$ cat src/rtl/assert_macros.svh
// Assertion macros shared by the decoder RTL.
// Depends on nothing; SYNTH selects the empty forms for synthesis.
`ifndef ASSERT_MACROS_SVH
`define ASSERT_MACROS_SVH

`ifndef SYNTH

// Property checked on every rising clock edge, off while reset is low.
`define ASSERT_CLK(lbl, clk, rst_n, prop) \
  lbl: assert property (@(posedge clk) disable iff (!rst_n) (prop)) \
    else $error("assertion failed");

// Condition that must never hold outside reset.
`define ASSERT_NEVER(lbl, clk, rst_n, cond) \
  lbl: assert property (@(posedge clk) disable iff (!rst_n) !(cond)) \
    else $error("forbidden condition seen");

`else

`define ASSERT_CLK(lbl, clk, rst_n, prop)
`define ASSERT_NEVER(lbl, clk, rst_n, cond)

`endif

`endif

$ cat src/rtl/ps2sc_pkg.sv
// Shared types, scancode constants and the US keymap for the set-1 decoder.
// No dependencies.
package ps2sc_pkg;

  // Set-1 scancode bytes
  localparam logic [7:0] ScPrefixExt = 8'hE0;
  localparam logic [7:0] ScBreakMask = 8'h80;
  localparam logic [7:0] ScLShift    = 8'h2A;
  localparam logic [7:0] ScRShift    = 8'h36;
  localparam logic [7:0] ScCtrl      = 8'h1D;
  localparam logic [7:0] ScAlt       = 8'h38;
  localparam logic [7:0] ScF1        = 8'h3B;
  localparam logic [7:0] ScF8        = 8'h42;
  localparam logic [7:0] ScPgUp      = 8'h49;
  localparam logic [7:0] ScPgDn      = 8'h51;
  localparam logic [7:0] ScUp        = 8'h48;
  localparam logic [7:0] ScDown      = 8'h50;
  localparam logic [7:0] KeymapLen   = 8'd58;

  localparam logic signed [4:0] ScrollPage = 5'sd10;
  localparam logic signed [4:0] ScrollLine = 5'sd1;

  // Command queue between classifier and output stage
  localparam int unsigned QDepth = 2;
  localparam int unsigned QPtrW  = $clog2(QDepth);
  localparam int unsigned QCntW  = QPtrW + 1;

  typedef enum logic [1:0] {
    EVT_NONE    = 2'd0,
    EVT_CHAR    = 2'd1,
    EVT_CONSOLE = 2'd2,
    EVT_SCROLL  = 2'd3
  } evt_kind_e;

  typedef struct packed {
    logic shift;
    logic ctrl;
    logic alt;
    logic ext;
  } mod_flags_t;

  typedef struct packed {
    evt_kind_e         kind;
    logic [5:0]        key;     // keymap index for character events
    logic              shift;
    logic [2:0]        con;
    logic signed [4:0] scroll;
  } cmd_t;

  typedef struct packed {
    logic valid;
    cmd_t cmd;
  } cmd_req_t;

  // US layout; a zero entry means the key produces no character
  function automatic logic [6:0] keymap(input logic [5:0] idx, input logic shift);
    logic [6:0] p;
    logic [6:0] s;
    p = 7'h00;
    s = 7'h00;
    case (idx)
      6'd1:  begin p = 7'h1B; s = 7'h1B; end
      6'd2:  begin p = 7'h31; s = 7'h21; end
      6'd3:  begin p = 7'h32; s = 7'h40; end
      6'd4:  begin p = 7'h33; s = 7'h23; end
      6'd5:  begin p = 7'h34; s = 7'h24; end
      6'd6:  begin p = 7'h35; s = 7'h25; end
      6'd7:  begin p = 7'h36; s = 7'h5E; end
      6'd8:  begin p = 7'h37; s = 7'h26; end
      6'd9:  begin p = 7'h38; s = 7'h2A; end
      6'd10: begin p = 7'h39; s = 7'h28; end
      6'd11: begin p = 7'h30; s = 7'h29; end
      6'd12: begin p = 7'h2D; s = 7'h5F; end
      6'd13: begin p = 7'h3D; s = 7'h2B; end
      6'd14: begin p = 7'h08; s = 7'h08; end
      6'd15: begin p = 7'h09; s = 7'h09; end
      6'd16: begin p = 7'h71; s = 7'h51; end
      6'd17: begin p = 7'h77; s = 7'h57; end
      6'd18: begin p = 7'h65; s = 7'h45; end
      6'd19: begin p = 7'h72; s = 7'h52; end
      6'd20: begin p = 7'h74; s = 7'h54; end
      6'd21: begin p = 7'h79; s = 7'h59; end
      6'd22: begin p = 7'h75; s = 7'h55; end
      6'd23: begin p = 7'h69; s = 7'h49; end
      6'd24: begin p = 7'h6F; s = 7'h4F; end
      6'd25: begin p = 7'h70; s = 7'h50; end
      6'd26: begin p = 7'h5B; s = 7'h7B; end
      6'd27: begin p = 7'h5D; s = 7'h7D; end
      6'd28: begin p = 7'h0A; s = 7'h0A; end
      6'd30: begin p = 7'h61; s = 7'h41; end
      6'd31: begin p = 7'h73; s = 7'h53; end
      6'd32: begin p = 7'h64; s = 7'h44; end
      6'd33: begin p = 7'h66; s = 7'h46; end
      6'd34: begin p = 7'h67; s = 7'h47; end
      6'd35: begin p = 7'h68; s = 7'h48; end
      6'd36: begin p = 7'h6A; s = 7'h4A; end
      6'd37: begin p = 7'h6B; s = 7'h4B; end
      6'd38: begin p = 7'h6C; s = 7'h4C; end
      6'd39: begin p = 7'h3B; s = 7'h3A; end
      6'd40: begin p = 7'h27; s = 7'h22; end
      6'd41: begin p = 7'h60; s = 7'h7E; end
      6'd43: begin p = 7'h5C; s = 7'h7C; end
      6'd44: begin p = 7'h7A; s = 7'h5A; end
      6'd45: begin p = 7'h78; s = 7'h58; end
      6'd46: begin p = 7'h63; s = 7'h43; end
      6'd47: begin p = 7'h76; s = 7'h56; end
      6'd48: begin p = 7'h62; s = 7'h42; end
      6'd49: begin p = 7'h6E; s = 7'h4E; end
      6'd50: begin p = 7'h6D; s = 7'h4D; end
      6'd51: begin p = 7'h2C; s = 7'h3C; end
      6'd52: begin p = 7'h2E; s = 7'h3E; end
      6'd53: begin p = 7'h2F; s = 7'h3F; end
      6'd55: begin p = 7'h2A; s = 7'h2A; end
      6'd57: begin p = 7'h20; s = 7'h20; end
      default: begin p = 7'h00; s = 7'h00; end
    endcase
    return shift ? s : p;
  endfunction

endpackage

$ cat src/rtl/ps2sc_if.sv
// Valid/ready channel interfaces for scancode input and decoded events.
// No dependencies.
interface ps2sc_in_if;
  logic       valid;
  logic       ready;
  logic [7:0] scan_byte;
  logic       from_aux;
  logic       usb_active;

  modport source (output valid, output scan_byte, output from_aux, output usb_active,
                  input ready);
  modport sink   (input valid, input scan_byte, input from_aux, input usb_active,
                  output ready);
endinterface

interface ps2sc_out_if;
  logic              valid;
  logic              ready;
  logic [1:0]        event_kind;
  logic [6:0]        char_code;
  logic [2:0]        console_index;
  logic signed [4:0] scroll_lines;

  modport source (output valid, output event_kind, output char_code,
                  output console_index, output scroll_lines, input ready);
  modport sink   (input valid, input event_kind, input char_code,
                  input console_index, input scroll_lines, output ready);
endinterface

$ cat src/rtl/ps2sc_scancode_set1_decoder.sv
// Top level of the PS/2 set-1 scancode decoder: classifier, queue, output stage.
// Depends on ps2sc_pkg, ps2sc_if, ps2sc_front, ps2sc_fifo, ps2sc_back.
//
//   port   | dir | transaction content
//   -------+-----+-----------------------------------------------
//   in_i   | in  | scan_byte, from_aux, usb_active
//   out_o  | out | event_kind, char_code, console_index, scroll_lines
//
// One byte accepted per cycle while the queue is not full; each byte gives exactly one result.
// Each result passes from the classifier into the queue, then from the queue into the output reg.
// A stalled output fills the two-entry queue, after which in_i.ready drops.
// Reset clears shift/ctrl/alt/prefix flags and empties the queue.
module ps2_scancode_set1_decoder (
  input  logic        clk_i,
  input  logic        rst_ni,
  ps2sc_in_if.sink    in_i,
  ps2sc_out_if.source out_o
);
  import ps2sc_pkg::*;

  cmd_req_t push;
  cmd_req_t head;
  logic     q_full;
  logic     pop;

  ps2sc_front u_front (
    .clk_i    (clk_i),
    .rst_ni   (rst_ni),
    .in_i     (in_i),
    .q_full_i (q_full),
    .push_o   (push)
  );

  ps2sc_fifo u_fifo (
    .clk_i  (clk_i),
    .rst_ni (rst_ni),
    .push_i (push),
    .full_o (q_full),
    .head_o (head),
    .pop_i  (pop)
  );

  ps2sc_back u_back (
    .clk_i  (clk_i),
    .rst_ni (rst_ni),
    .head_i (head),
    .pop_o  (pop),
    .out_o  (out_o)
  );

endmodule

$ cat src/rtl/ps2sc_front.sv
// Front end: accepts scancode bytes, tracks modifier/prefix flags, classifies.
// Depends on ps2sc_pkg and ps2sc_in_if.
module ps2sc_front (
  input  logic                clk_i,
  input  logic                rst_ni,
  ps2sc_in_if.sink            in_i,
  input  logic                q_full_i,
  output ps2sc_pkg::cmd_req_t push_o
);
  import ps2sc_pkg::*;

  mod_flags_t flags_q, flags_d;
  cmd_t       cmd;
  logic       accept;
  logic [7:0] b;
  logic [7:0] k;

  assign b      = in_i.scan_byte;
  assign k      = b & ~ScBreakMask;
  assign accept = in_i.valid && !q_full_i;
  assign in_i.ready = !q_full_i;

  always_comb begin
    flags_d    = flags_q;
    cmd.kind   = EVT_NONE;
    cmd.key    = b[5:0];
    cmd.shift  = flags_q.shift;
    cmd.con    = 3'(b - ScF1);
    cmd.scroll = '0;
    if (!in_i.from_aux && !in_i.usb_active) begin
      if (b == ScPrefixExt) begin
        flags_d.ext = 1'b1;
      end else if ((b & ScBreakMask) != '0) begin
        if (k == ScLShift || k == ScRShift) flags_d.shift = 1'b0;
        else if (k == ScCtrl)               flags_d.ctrl  = 1'b0;
        else if (k == ScAlt)                flags_d.alt   = 1'b0;
        flags_d.ext = 1'b0;
      end else if (b == ScLShift || b == ScRShift) begin
        flags_d.shift = 1'b1;
      end else if (b == ScCtrl) begin
        flags_d.ctrl = 1'b1;
      end else if (b == ScAlt) begin
        flags_d.alt = 1'b1;
      end else if (flags_q.ctrl && flags_q.alt && b >= ScF1 && b <= ScF8) begin
        cmd.kind = EVT_CONSOLE;
      end else if (flags_q.ext) begin
        // extended make: only the paging/arrow keys scroll
        flags_d.ext = 1'b0;
        if (b == ScPgUp) begin
          cmd.kind = EVT_SCROLL; cmd.scroll = -ScrollPage;
        end else if (b == ScPgDn) begin
          cmd.kind = EVT_SCROLL; cmd.scroll = ScrollPage;
        end else if (b == ScUp) begin
          cmd.kind = EVT_SCROLL; cmd.scroll = -ScrollLine;
        end else if (b == ScDown) begin
          cmd.kind = EVT_SCROLL; cmd.scroll = ScrollLine;
        end
      end else if (b == ScUp) begin
        cmd.kind = EVT_SCROLL; cmd.scroll = -ScrollLine;
      end else if (b == ScDown) begin
        cmd.kind = EVT_SCROLL; cmd.scroll = ScrollLine;
      end else if (b < KeymapLen) begin
        cmd.kind = EVT_CHAR;
      end
    end
  end

  assign push_o.valid = accept;
  assign push_o.cmd   = cmd;

  always_ff @(posedge clk_i or negedge rst_ni) begin
    if (!rst_ni) begin
      flags_q <= '0;
    end else if (accept) begin
      flags_q <= flags_d;
    end
  end

endmodule

$ cat src/rtl/ps2sc_fifo.sv
// Short command queue between the classifier and the output stage.
// Depends on ps2sc_pkg and assert_macros.svh.
`include "assert_macros.svh"

module ps2sc_fifo (
  input  logic                clk_i,
  input  logic                rst_ni,
  input  ps2sc_pkg::cmd_req_t push_i,
  output logic                full_o,
  output ps2sc_pkg::cmd_req_t head_o,
  input  logic                pop_i
);
  import ps2sc_pkg::*;

  cmd_t             mem_q [QDepth];
  logic [QPtrW-1:0] wptr_q, rptr_q;
  logic [QCntW-1:0] cnt_q, cnt_d;

  assign full_o       = (cnt_q == QCntW'(QDepth));
  assign head_o.valid = (cnt_q != '0);
  assign head_o.cmd   = mem_q[rptr_q];

  always_comb begin
    cnt_d = cnt_q;
    if (push_i.valid && !pop_i)      cnt_d = cnt_q + 1'b1;
    else if (!push_i.valid && pop_i) cnt_d = cnt_q - 1'b1;
  end

  always_ff @(posedge clk_i or negedge rst_ni) begin
    if (!rst_ni) begin
      wptr_q <= '0;
      rptr_q <= '0;
      cnt_q  <= '0;
    end else begin
      cnt_q <= cnt_d;
      if (push_i.valid) wptr_q <= wptr_q + 1'b1;
      if (pop_i)        rptr_q <= rptr_q + 1'b1;
    end
  end

  always_ff @(posedge clk_i) begin
    if (push_i.valid) mem_q[wptr_q] <= push_i.cmd;
  end

  `ASSERT_CLK(a_cnt_bound, clk_i, rst_ni, cnt_q <= QCntW'(QDepth))
  `ASSERT_NEVER(a_no_overflow, clk_i, rst_ni, push_i.valid && full_o)
  `ASSERT_NEVER(a_no_underflow, clk_i, rst_ni, pop_i && !head_o.valid)

endmodule

$ cat src/rtl/ps2sc_back.sv
// Back end: turns queued commands into event results, keymap lookup, output reg.
// Depends on ps2sc_pkg, ps2sc_out_if and assert_macros.svh.
`include "assert_macros.svh"

module ps2sc_back (
  input  logic                clk_i,
  input  logic                rst_ni,
  input  ps2sc_pkg::cmd_req_t head_i,
  output logic                pop_o,
  ps2sc_out_if.source         out_o
);
  import ps2sc_pkg::*;

  logic              vld_q;
  evt_kind_e         kind_q, kind_d;
  logic [6:0]        char_q, char_d;
  logic [2:0]        con_q, con_d;
  logic signed [4:0] scroll_q, scroll_d;
  logic [6:0]        ch;

  assign pop_o = head_i.valid && (!vld_q || out_o.ready);
  assign ch    = keymap(head_i.cmd.key, head_i.cmd.shift);

  always_comb begin
    kind_d   = EVT_NONE;
    char_d   = '0;
    con_d    = '0;
    scroll_d = '0;
    unique case (head_i.cmd.kind)
      EVT_CHAR: begin
        if (ch != '0) begin
          kind_d = EVT_CHAR;
          char_d = ch;
        end
      end
      EVT_CONSOLE: begin
        kind_d = EVT_CONSOLE;
        con_d  = head_i.cmd.con;
      end
      EVT_SCROLL: begin
        kind_d   = EVT_SCROLL;
        scroll_d = head_i.cmd.scroll;
      end
      default: kind_d = EVT_NONE;
    endcase
  end

  always_ff @(posedge clk_i or negedge rst_ni) begin
    if (!rst_ni) begin
      vld_q <= 1'b0;
    end else if (pop_o) begin
      vld_q <= 1'b1;
    end else if (out_o.ready) begin
      vld_q <= 1'b0;
    end
  end

  always_ff @(posedge clk_i) begin
    if (pop_o) begin
      kind_q   <= kind_d;
      char_q   <= char_d;
      con_q    <= con_d;
      scroll_q <= scroll_d;
    end
  end

  assign out_o.valid         = vld_q;
  assign out_o.event_kind    = kind_q;
  assign out_o.char_code     = char_q;
  assign out_o.console_index = con_q;
  assign out_o.scroll_lines  = scroll_q;

  `ASSERT_NEVER(a_no_pop_on_stall, clk_i, rst_ni, vld_q && !out_o.ready && pop_o)

endmodule

$ cat src/flat_wrapper.sv
// flat-port wrapper written by rule: the top's interface ports become plain ports
module ps2_scancode_set1_decoder_flat import ps2sc_pkg::*;
  (clk_i, rst_ni, in_i_valid, in_i_scan_byte, in_i_from_aux, in_i_usb_active, in_i_ready, out_o_valid, out_o_event_kind, out_o_char_code, out_o_console_index, out_o_scroll_lines, out_o_ready);
  ps2sc_in_if in_i_i ();
  ps2sc_out_if out_o_i ();
  input  logic clk_i;
  input  logic rst_ni;
  input wire logic [$bits(in_i_i.valid)-1:0] in_i_valid;
  input wire logic [$bits(in_i_i.scan_byte)-1:0] in_i_scan_byte;
  input wire logic [$bits(in_i_i.from_aux)-1:0] in_i_from_aux;
  input wire logic [$bits(in_i_i.usb_active)-1:0] in_i_usb_active;
  output wire logic [$bits(in_i_i.ready)-1:0] in_i_ready;
  output wire logic [$bits(out_o_i.valid)-1:0] out_o_valid;
  output wire logic [$bits(out_o_i.event_kind)-1:0] out_o_event_kind;
  output wire logic [$bits(out_o_i.char_code)-1:0] out_o_char_code;
  output wire logic [$bits(out_o_i.console_index)-1:0] out_o_console_index;
  output wire logic [$bits(out_o_i.scroll_lines)-1:0] out_o_scroll_lines;
  input wire logic [$bits(out_o_i.ready)-1:0] out_o_ready;
  assign in_i_i.valid = in_i_valid;
  assign in_i_i.scan_byte = in_i_scan_byte;
  assign in_i_i.from_aux = in_i_from_aux;
  assign in_i_i.usb_active = in_i_usb_active;
  assign in_i_ready = in_i_i.ready;
  assign out_o_valid = out_o_i.valid;
  assign out_o_event_kind = out_o_i.event_kind;
  assign out_o_char_code = out_o_i.char_code;
  assign out_o_console_index = out_o_i.console_index;
  assign out_o_scroll_lines = out_o_i.scroll_lines;
  assign out_o_i.ready = out_o_ready;
  ps2_scancode_set1_decoder u_core (.clk_i(clk_i), .rst_ni(rst_ni), .in_i(in_i_i), .out_o(out_o_i));
endmodule
$ cat config.mk
export PLATFORM = sky130hd
export DESIGN_NAME = ps2_scancode_set1_decoder_flat
export DESIGN_NICKNAME = d
export VERILOG_FILES = /design/src/rtl/ps2sc_pkg.sv /design/src/rtl/ps2sc_if.sv /design/src/rtl/ps2sc_scancode_set1_decoder.sv /design/src/rtl/ps2sc_front.sv /design/src/rtl/ps2sc_fifo.sv /design/src/rtl/ps2sc_back.sv /design/src/flat_wrapper.sv
export VERILOG_INCLUDE_DIRS = /design/src /design/src/rtl
export SDC_FILE = /design/constraint.sdc
export NUM_CORES = 1
export LEC_CHECK = 0
export BUFFER_PORTS_ARGS = -buffer_cell sky130_fd_sc_hd__buf_4
export CORE_MARGIN = 4
export CORE_UTILIZATION = 35
export DETAILED_ROUTE_END_ITERATION = 16
export SYNTH_ARGS = -nofsm -noshare
export SYNTH_HDL_FRONTEND = slang
export SYNTH_SLANG_ARGS = --single-unit
$ cat constraint.sdc
create_clock -name clk_i -period 5.72 [get_ports clk_i]
set_input_delay 0.858 -clock clk_i [delete_from_list [all_inputs] [get_ports clk_i]]
set_output_delay 0.858 -clock clk_i [all_outputs]
set_load 0.1 [all_outputs]
==> flow_summary.yaml, run 1 <==
routing:
  avgRoutedWirePerCell_um: 17.4
  vias: 3104
  routed_wirelength_um: 9480
  drcViolationCount: 0
  ant_nets: 0
  dr.pass1.iters: 5
  via_per_inst: 5.68
  drt_iter0_drc: 198
setup_path:
  path_cells: "buf_4 -> mux2i_4 -> inv_1 -> ha_1 -> inv_1 -> o311ai_0 -> a22oi_1 -> nor2_1 -> o22a_1 -> nor4_1 -> a41oi_2"
  cp_common_cell: "inv_1"
  start_kind: "flip-flop"
  worstPathMaxFanout: 35
  critPathMaxStageDelay_ns: 0.47
  worst_ep_arrival_time_ns: 3.83
  critPathRequiredTime_ns: 5.78
  ff2ff_setup_slack_ns: 1.95
  path_class: "flip-flop to flip-flop"
  slowest_stage: "dfrtp_1"
  end_kind: "flip-flop"
timing:
  fin_crit_ns: 3.77
  timing.fmax_mhz: 265
  hold_viol_final: 0
  slew_headroom_pct: 31.4
  fin_crit_sh_pct: 65.9
  fin_skew_ns: 0.0142
  hold_slack_ns: 0.333
  worst_slack_ns: 1.95
  fin_setup_tns_ns: 0
  drv_slew: 0
  rsz0062_at_grt: "false"
  setup_viol: 0
  max_slew.worst_pin.slew_ns: 1.01
finish:
  num_antenna_cells: 0
  regArea_um2: 1670
  utilization_pct: 41.1
  mostFrequentLayoutCells: "edfxtp_1 (48), nor2_1 (44), buf_4 (37)"
  layout_commonest_cell: "edfxtp_1"
  nNetsFinal: 436
  multi_input_area_um2: 1910
  fillers: 1041
  areaGrowthSynthToFinish_pct: 13.0
  post_route_cells_drive_above_1_share_pct: 16.8
floorplanning:
  die_y_um: 112
  start_util_pct: 36.3
  rows: 37
  core-area_um2: 10400
  io_pins: 33
  die_x_um: 112
  dieArea_um2: 12500
placed_design:
  io_buffers: 32
  place_congestion: 0.978
  place_hpwl_um: 6770
  pre_cts_slack_ns: 1.99
synthesis:
  synth_edf_count: 48
  ys.flop_type: "edfxtp_1"
  syn_avg_cell_area_um2: 9.83
  syn_area_um2: 3780
  synth-seq-area-share_pct: 44.0
  synthTopCellsByArea: "edfxtp_1 (38%), dfrtp_1 (6.0%), ha_1 (5.6%), nor2_1 (4.4%), mux2i_1 (4.0%)"
  netlist.area_leader.share_pct: 38.1
  synth_nets: 416
  ys_ff_latch: 57
  synth_area_leader_cell: "edfxtp_1"
  ys_async_sr_fraction_pct: 15.8
  synth.distinct_cells: 59
  syn_inst: 385
  yosysWarnings: 0
clock_tree:
  cts_tree: "yes"
  cts_setup_buffers: 0
  cts_made_buffers: 9
  clk_pin_slew_ns: 0.08
  clock_latency_ns: 0.33
  cts.sinks: 57
  cts_resized: 0
  cts_max_path_buffers: 2
  postCtsHoldBufs: 0
  htree_levels: 3
  root_buffer: "clkbuf_8"
global_route:
  grt-ovfl-total: 0
  grt.busiest_layer: "met2"
  antenna_found_initial: 0
  use_met3_pct: 3.86
  grt_use_total_pct: 15.2
  grt_start_max_net_pins: 36
  grt_util_met1_pct: 19.4
  grt_pass1_wl_um: 15400
  grt_use_met2_pct: 24.7
  grt_pass1_vias: 3062
run:
  cap_viol_max_count: 0
outcome:
  status: "completed"
hold_path:
  hp-class: "input port to async pin"
Yosys cell counts (2+ instances only):
cell type / count
edfxtp_1: 48
nor2_1: 44
nand2_1: 26
a21oi_1: 23
o21ai_0: 19
nor3_1: 18
ha_1: 17
mux2i_1: 15
a211oi_1: 13
buf_2: 13
inv_1: 13
nand3_1: 11
clkbuf_1: 9
dfrtp_1: 9
o211ai_1: 9
nor2b_1: 8
a31oi_1: 7
nand2b_1: 7
nor4_1: 7
mux2_2: 5
o31ai_1: 4
xnor2_1: 4
a311oi_1: 3
a32oi_1: 3
buf_6: 3
nor4b_1: 3
o2111ai_1: 3
o221ai_1: 3
a221oi_1: 2
buf_4: 2
inv_2: 2
mux2i_4: 2
nor3b_1: 2
or4_1: 2
xor2_1: 2
state kept, by name (all words and copies together), names as in the netlist:
register	flops
u_core.u_front.flags_q	3
u_core.u_back.out_o.char_code	7
u_core.u_fifo.rptr_q	1
u_core.u_back.out_o.event_kind	2
u_core.u_back.out_o.valid	1
u_core.u_fifo.cnt_q	2
u_core.u_fifo.mem_q	32
u_core.u_front.push_o	1
u_core.u_back.out_o.scroll_lines	4
u_core.u_fifo.wptr_q	1
u_core.u_back.out_o.console_index	3
per-layer routing:
| metal | part of all wire, % | routed length, um |
|---|---|---|
| met2 | 47 | 4470 |
| met1 | 44 | 4130 |
| met4 | 2.5 | 233 |
| met3 | 6.7 | 634 |
| met5 | 0 | 0 |
cell families after synthesis:
group	count (synthesis)	share of synthesized area, %
buffers and inverters	43	5.49
multiplexers	24	7.40
adder cells (fa/ha/maj)	17	5.62
AND/OR/NAND/NOR	138	18.1
AO/OA/AOI/OAI	100	18.0
XOR/XNOR	6	1.39
flip-flops	57	44.0
worst max-delay path: cells and delay by family (launching register included):
family / cells / cell delay [ns]
adders and majority gates: 1 / 0.40
AOI/OAI and AO/OA: 4 / 0.80
DFF: 1 / 0.47
buffers and inverters: 3 / 0.99
and+or+nand+nor: 2 / 0.38
muxes: 1 / 0.45
path summary, 6_finish.rpt:
check                                    startpoint                                end  cells after the start
setup / recovery               u_core.u_fifo.rptr_q  u_core.u_back.out_o.event_kind[0]                     11
hold / removal                               rst_ni          u_core.u_back.out_o.valid                      1
setup reg to reg               u_core.u_fifo.rptr_q  u_core.u_back.out_o.event_kind[0]                     11
hold reg to reg            u_core.u_front.push_o[8]          u_core.u_fifo.mem_q[1][8]                      0
max in group asynchronous                    rst_ni               u_core.u_fifo.rptr_q                      1
min in group clk_i         u_core.u_front.push_o[8]          u_core.u_fifo.mem_q[1][8]                      0
final cells by class:
cell class / instances / share of cell area [%]
Clock buffer: 10 / 3.48
Clock inverter: 6 / 1.08
Inverter: 15 / 1.32
Multi-Input combinational cell: 285 / 44.7
Sequential cell: 57 / 39.0
Tap cell: 136 / 3.98
Timing Repair Buffer: 37 / 6.50
metrics by stage:
| stage | std cells | instance area [um^2] |
|---|---|---|
| detailed placement | 530 | 4080 |
| CTS | 546 | 4280 |
| global route | 546 | 4280 |
| floorplan | 385 | 3780 |
| global placement | 530 | 4080 |
| finish | 546 | 4280 |
Power of run 1 is not shown: default switching activity piles up to over one toggle a cycle in this logic, so the estimate is an artifact.
==> inputs of run 2 (changes only) <==
clock period = 3.8 ns   (was 5.72 ns; I/O delays follow)
==> run 2 against run 1 <==
Against the previous run: sequential share of layout area shrank 0.16 points; global-route usage shrank 0.081 points; clock skew shrank 0.00067 ns; final area grew 0.41%; die area is the same; wire length shrank 1.9%; non-clock buffer count grew 4; worst setup slack lost 1.3 ns; count of clock-buffer cells in the layout grew 2; critical path depth shrank 1; register-to-register slack lost 1.3 ns; cell count grew 0.73%.
==> flow_summary.yaml, run 2 (synthesis gave the netlist of run 1 again) <==
routing:
  routed_wirelength_um: 9290
  drt_iter0_drc: 352
  vias: 3124
  ant_nets: 0
  drcViolationCount: 0
  dr.pass1.iters: 6
  via_per_inst: 5.68
  avgRoutedWirePerCell_um: 16.9
finish:
  mostFrequentLayoutCells: "edfxtp_1 (48), nor2_1 (44), buf_4 (41)"
  areaGrowthSynthToFinish_pct: 13.5
  largest_reg_flops: 32
  post_route_cells_drive_above_1_share_pct: 17.1
  nNetsFinal: 440
  num_antenna_cells: 0
  largest_register: "u_core.u_fifo.mem_q"
  layout_commonest_cell: "edfxtp_1"
clock_tree:
  cts.sinks: 57
  clk_pin_slew_ns: 0.07
  htree_levels: 3
  cts_resized: 0
  clock_latency_ns: 0.33
  cts_tree: "yes"
  cts_setup_buffers: 0
  cts_max_path_buffers: 2
  root_buffer: "clkbuf_8"
  cts_made_buffers: 9
  postCtsHoldBufs: 0
setup_path:
  worst_ep_arrival_time_ns: 3.30
  end_kind: "flip-flop"
  start_kind: "flip-flop"
  path_class: "flip-flop to flip-flop"
  critPathRequiredTime_ns: 3.98
  ff2ff_path_depth: 10
  worstPathMaxFanout: 10
global_route:
  use_met3_pct: 2.88
  grt_use_met2_pct: 23.3
  grt_pass1_vias: 3028
  grt-ovfl-total: 0
  grt_start_max_net_pins: 38
  grt.busiest_layer: "met2"
  grt_use_total_pct: 15.1
  grt_util_met1_pct: 21.0
  antenna_found_initial: 0
  grt_pass1_wl_um: 15400
placed_design:
  place_congestion: 1.02
  pre_cts_slack_ns: 0.735
  io_buffers: 32
  place_hpwl_um: 6670
timing:
  max_slew.worst_pin.slew_ns: 0.763
  timing.fmax_mhz: 321
  worst_slack_ns: 0.680
  setup_viol: 0
  slew_headroom_pct: 49.2
  hold_viol_final: 0
  fin_setup_tns_ns: 0
  drv_slew: 0
  fin_crit_ns: 3.12
  fin_crit_sh_pct: 82.1
  fin_skew_ns: 0.0135
  rsz0062_at_grt: "false"
floorplanning:
  start_util_pct: 36.3
  dieArea_um2: 12500
  core-area_um2: 10400
  die_y_um: 112
  die_x_um: 112
  io_pins: 33
  rows: 37
hold_path:
  hp-class: "input port to async pin"
outcome:
  status: "completed"
run:
  cap_viol_max_count: 0
==> run 2: cell types whose count changed in the layout (fill, tap and decap cells not counted), sizes merged <==
cell and change:
buf +4, inv -1, clkbuf +2, clkinv -1
==> run 2: per-stage QoR <==
step / std cells / cell area (um^2) / util [%] / hold WS, ns
finish: 550 / 4290 / 41.2 / 0.0494
global route: 550 / 4290 / 41.2 / 0.0347
CTS: 550 / 4290 / 41.2 / 0.0337
detailed placement: 534 / 4110 / 39.5 / 0.406
global placement: 534 / 4110 / 39.5 / 0.402
floorplan: 385 / 3780 / - / 0.274
==> run 2: path summary, 6_finish.rpt <==
check / start / to / slack (ns)
worst max-delay path: u_core.u_fifo.rptr_q / u_core.u_back.out_o.event_kind[0] / 0.68
worst min-delay path: rst_ni / u_core.u_fifo.wptr_q / 0.05
worst max register to register: u_core.u_fifo.rptr_q / u_core.u_back.out_o.event_kind[0] / 0.68
worst min register to register: u_core.u_front.push_o[8] / u_core.u_fifo.mem_q[0][8] / 0.48
max in group asynchronous: rst_ni / u_core.u_fifo.rptr_q / 3.61
min in group clk_i: in_i_scan_byte[0] / u_core.u_fifo.mem_q[1][9] / 0.47
==> run 2: layout make-up <==
class	count	area (um^2)
sequential	57	1670
timing repair buffer	41	308
inverter	15	56.3
fill	1008	6120
tap	136	170
clock inverter	4	26.3
multi-input combinational	285	1910
clock buffer	12	156
==> run 2: routing by layer <==
metal / share of wire [%] / up-vias / routed length (um)
li1: - / 1498 / -
met1: 44 / 1449 / 4130
met2: 46 / 154 / 4260
met3: 7.4 / 23 / 688
met4: 2.2 / 0 / 206
met5: 0 / - / 0
==> run 2: critical path, stage by stage (launching register included) <==
cell	delay (ns)
dfrtp_1	0.48
mux2i_4	0.27
inv_2	0.21
ha_1	0.48
nor2b_1	0.20
nor3_1	0.06
a311oi_1	0.32
a211oi_1	0.10
nor4_1	0.57
nor4b_2	0.11
a41oi_2	0.18
Power of run 2 is left out for the same reason.
==> inputs of run 3 (changes only) <==
clock period = 2.8 ns   (was 3.8 ns; I/O delays follow)
==> run 3 against run 2 <==
Against the previous run: via count is 6.3% higher; sequential cell count stayed put; global-route usage is 1.2 points higher; count of clock-buffer cells in the layout is 2 lower; wire length is 12% higher; sequential share of layout area is 5.8 points lower; worst setup slack worse by 0.63 ns; non-clock buffer count is 57 higher; first-iteration DRC count is 41% lower; fmax is 13% higher; register-to-register slack worse by 0.63 ns; critical path depth is 3 higher; critical path type unchanged; largest cell class unchanged.
==> flow_summary.yaml, run 3 (synthesis gave the netlist of run 1 again) <==
placed_design:
  place_congestion: 0.956
  placed_area_um2: 4490
  place_inst: 584
  place_hpwl_um: 7720
  pre_cts_slack_ns: -0.190
  io_buffers: 32
hold_path:
  min_path_cells: 1
  hp-class: "input port to flip-flop"
  min_to: "u_core.u_fifo.mem_q[1][9]"
  min_from: "in_i_scan_byte[0]"
global_route:
  antenna_found_initial: 0
  grt-ovfl-total: 0
  grt_pass1_wl_um: 16400
  grt_start_max_net_pins: 17
  grt_use_total_pct: 16.3
  grt_pass1_vias: 3246
timing:
  slew_headroom_pct: 48.0
  fin_setup_tns_ns: 0
  rsz0062_at_grt: "true"
  timing.fmax_mhz: 363
  fin_crit_sh_pct: 98.3
  fin_crit_ns: 2.75
  worst_slack_ns: 0.0475
  fin_skew_ns: 0.0109
  setup_viol: 0
  hold_viol_final: 0
  drv_slew: 0
  hold_slack_ns: 0.315
  max_slew.worst_pin.slew_ns: 0.780
power:
  p_leak_nw: 1.94
  p_seq_share_pct: 20.6
  swShare_pct: 49.1
  cellPowerDensity_nw_per_um2: 1340
  pwr-share-comb_pct: 66.7
  peakVddDrop_mv: 0.817
  intPower_mw: 3.44
  power.switching_mw: 3.31
  power_frac_clock_pct: 12.7
  total_power_mw: 6.75
floorplanning:
  io_pins: 33
  start_util_pct: 36.3
  core-area_um2: 10400
  die_y_um: 112
  rows: 37
  dieArea_um2: 12500
  die_x_um: 112
clock_tree:
  root_buffer: "clkbuf_8"
  clk_pin_slew_ns: 0.07
  htree_levels: 3
  cts_max_path_buffers: 2
  clock_latency_ns: 0.33
  cts.sinks: 57
  cts_tree: "yes"
  cts_made_buffers: 9
setup_path:
  worstPathMaxFanout: 6
  r2r-end: "u_core.u_back.out_o.event_kind[0]"
  critPathRequiredTime_ns: 2.86
  end_kind: "flip-flop"
  r2r-start: "u_core.u_fifo.rptr_q"
  start_kind: "flip-flop"
  path_class: "flip-flop to flip-flop"
  ff2ff_path_depth: 13
  worst_ep_arrival_time_ns: 2.81
  ff2ff_setup_slack_ns: 0.05
routing:
  drt_iter0_drc: 208
  ant_nets: 0
  routed_wirelength_um: 10400
  dr.pass1.iters: 5
  avgRoutedWirePerCell_um: 17.2
  vias: 3320
  via_per_inst: 5.47
  drcViolationCount: 0
finish:
  largest_reg_flops: 32
  fillers: 993
  stdcell_area_um2: 5040
  post_route_cells_drive_above_1_share_pct: 35.0
  layout_commonest_cell: "buf_4"
  nNetsFinal: 497
  instances_no_fill: 607
  utilization_pct: 48.4
  areaGrowthSynthToFinish_pct: 33.3
  largest_register: "u_core.u_fifo.mem_q"
  mostFrequentLayoutCells: "buf_4 (92), edfxtp_1 (48), nor2_1 (43)"
  num_antenna_cells: 0
run:
  cap_viol_max_count: 0
outcome:
  status: "completed"
[run 3: cell types whose count changed in the layout (fill, tap and decap cells not counted), sizes merged]
cell / before / now
clkbuf: 12 / 10
inv: 17 / 15
clkinv: 2 / 4
dlygate4sd3: 0 / 1
bufinv: 0 / 2
buf: 41 / 97
[run 3: power by group through the flow]
stage	Sequential (mW)	Combinational (mW)	Clock, mW
after floorplan	2.18	1.93	0
after global placement	1.40	4.02	0
after detailed placement	1.40	4.00	0
after CTS	1.39	4.05	0.881
after global routing	1.43	4.77	0.924
final	1.39	4.50	0.855
[run 3: worst max-delay path by stage]
stage                          from                                 to  slack (ns)  cells past startpoint
4_1_cts        u_core.u_fifo.rptr_q  u_core.u_back.out_o.event_kind[0]        0.03                     11
2_1_floorplan  u_core.u_fifo.rptr_q  u_core.u_back.out_o.event_kind[0]        0.03                     13
3_3_place_gp   u_core.u_fifo.rptr_q  u_core.u_back.out_o.event_kind[0]       -0.17                     13
6_report       u_core.u_fifo.rptr_q  u_core.u_back.out_o.event_kind[0]        0.05                     13
3_5_place_dp   u_core.u_fifo.rptr_q  u_core.u_back.out_o.event_kind[0]       -0.19                     13
5_1_grt        u_core.u_fifo.rptr_q  u_core.u_back.out_o.event_kind[0]       -0.09                     13
[run 3: per-layer routing]
| metal | routed length (um) | GRT usage, % |
|---|---|---|
| met4 | 259 | 8.25 |
| met5 | 0 | 0 |
| met2 | 5230 | 27.1 |
| met1 | 4430 | 20.4 |
| met3 | 527 | 2.88 |
[run 3: worst max-delay path: stages, from the launching register on]
cell and delay (ns):
dfrtp_2 0.48, mux2i_4 0.23, inv_4 0.11, buf_4 0.12, ha_2 0.20, inv_2 0.06, o2111ai_2 0.17, o31ai_2 0.11
a211oi_2 0.23, buf_4 0.17, a211oi_4 0.04, nor4_2 0.30, buf_4 0.16, a41oi_2 0.12
[run 3: timing repair]
action,in CTS,in global routing
hold buffers,1,0
endpoints found under the setup margin,5,4
resized for setup,7,52
buffers inserted,0,6
hold endpoints to repair,9,0
pin swaps,2,12
[run 3: final cells by class]
cell class | count | area, um^2 | area share, %
Sequential cell | 57 | 1670 | 33.1
Timing Repair Buffer | 98 | 757 | 15.0
Inverter | 15 | 61.3 | 1.22
Tap cell | 136 | 170 | 3.37
Clock inverter | 6 | 91.3 | 1.81
Clock buffer | 10 | 138 | 2.73
Multi-Input combinational cell | 285 | 2160 | 42.8
No activity file was read; power rests on OpenSTA's default activity.
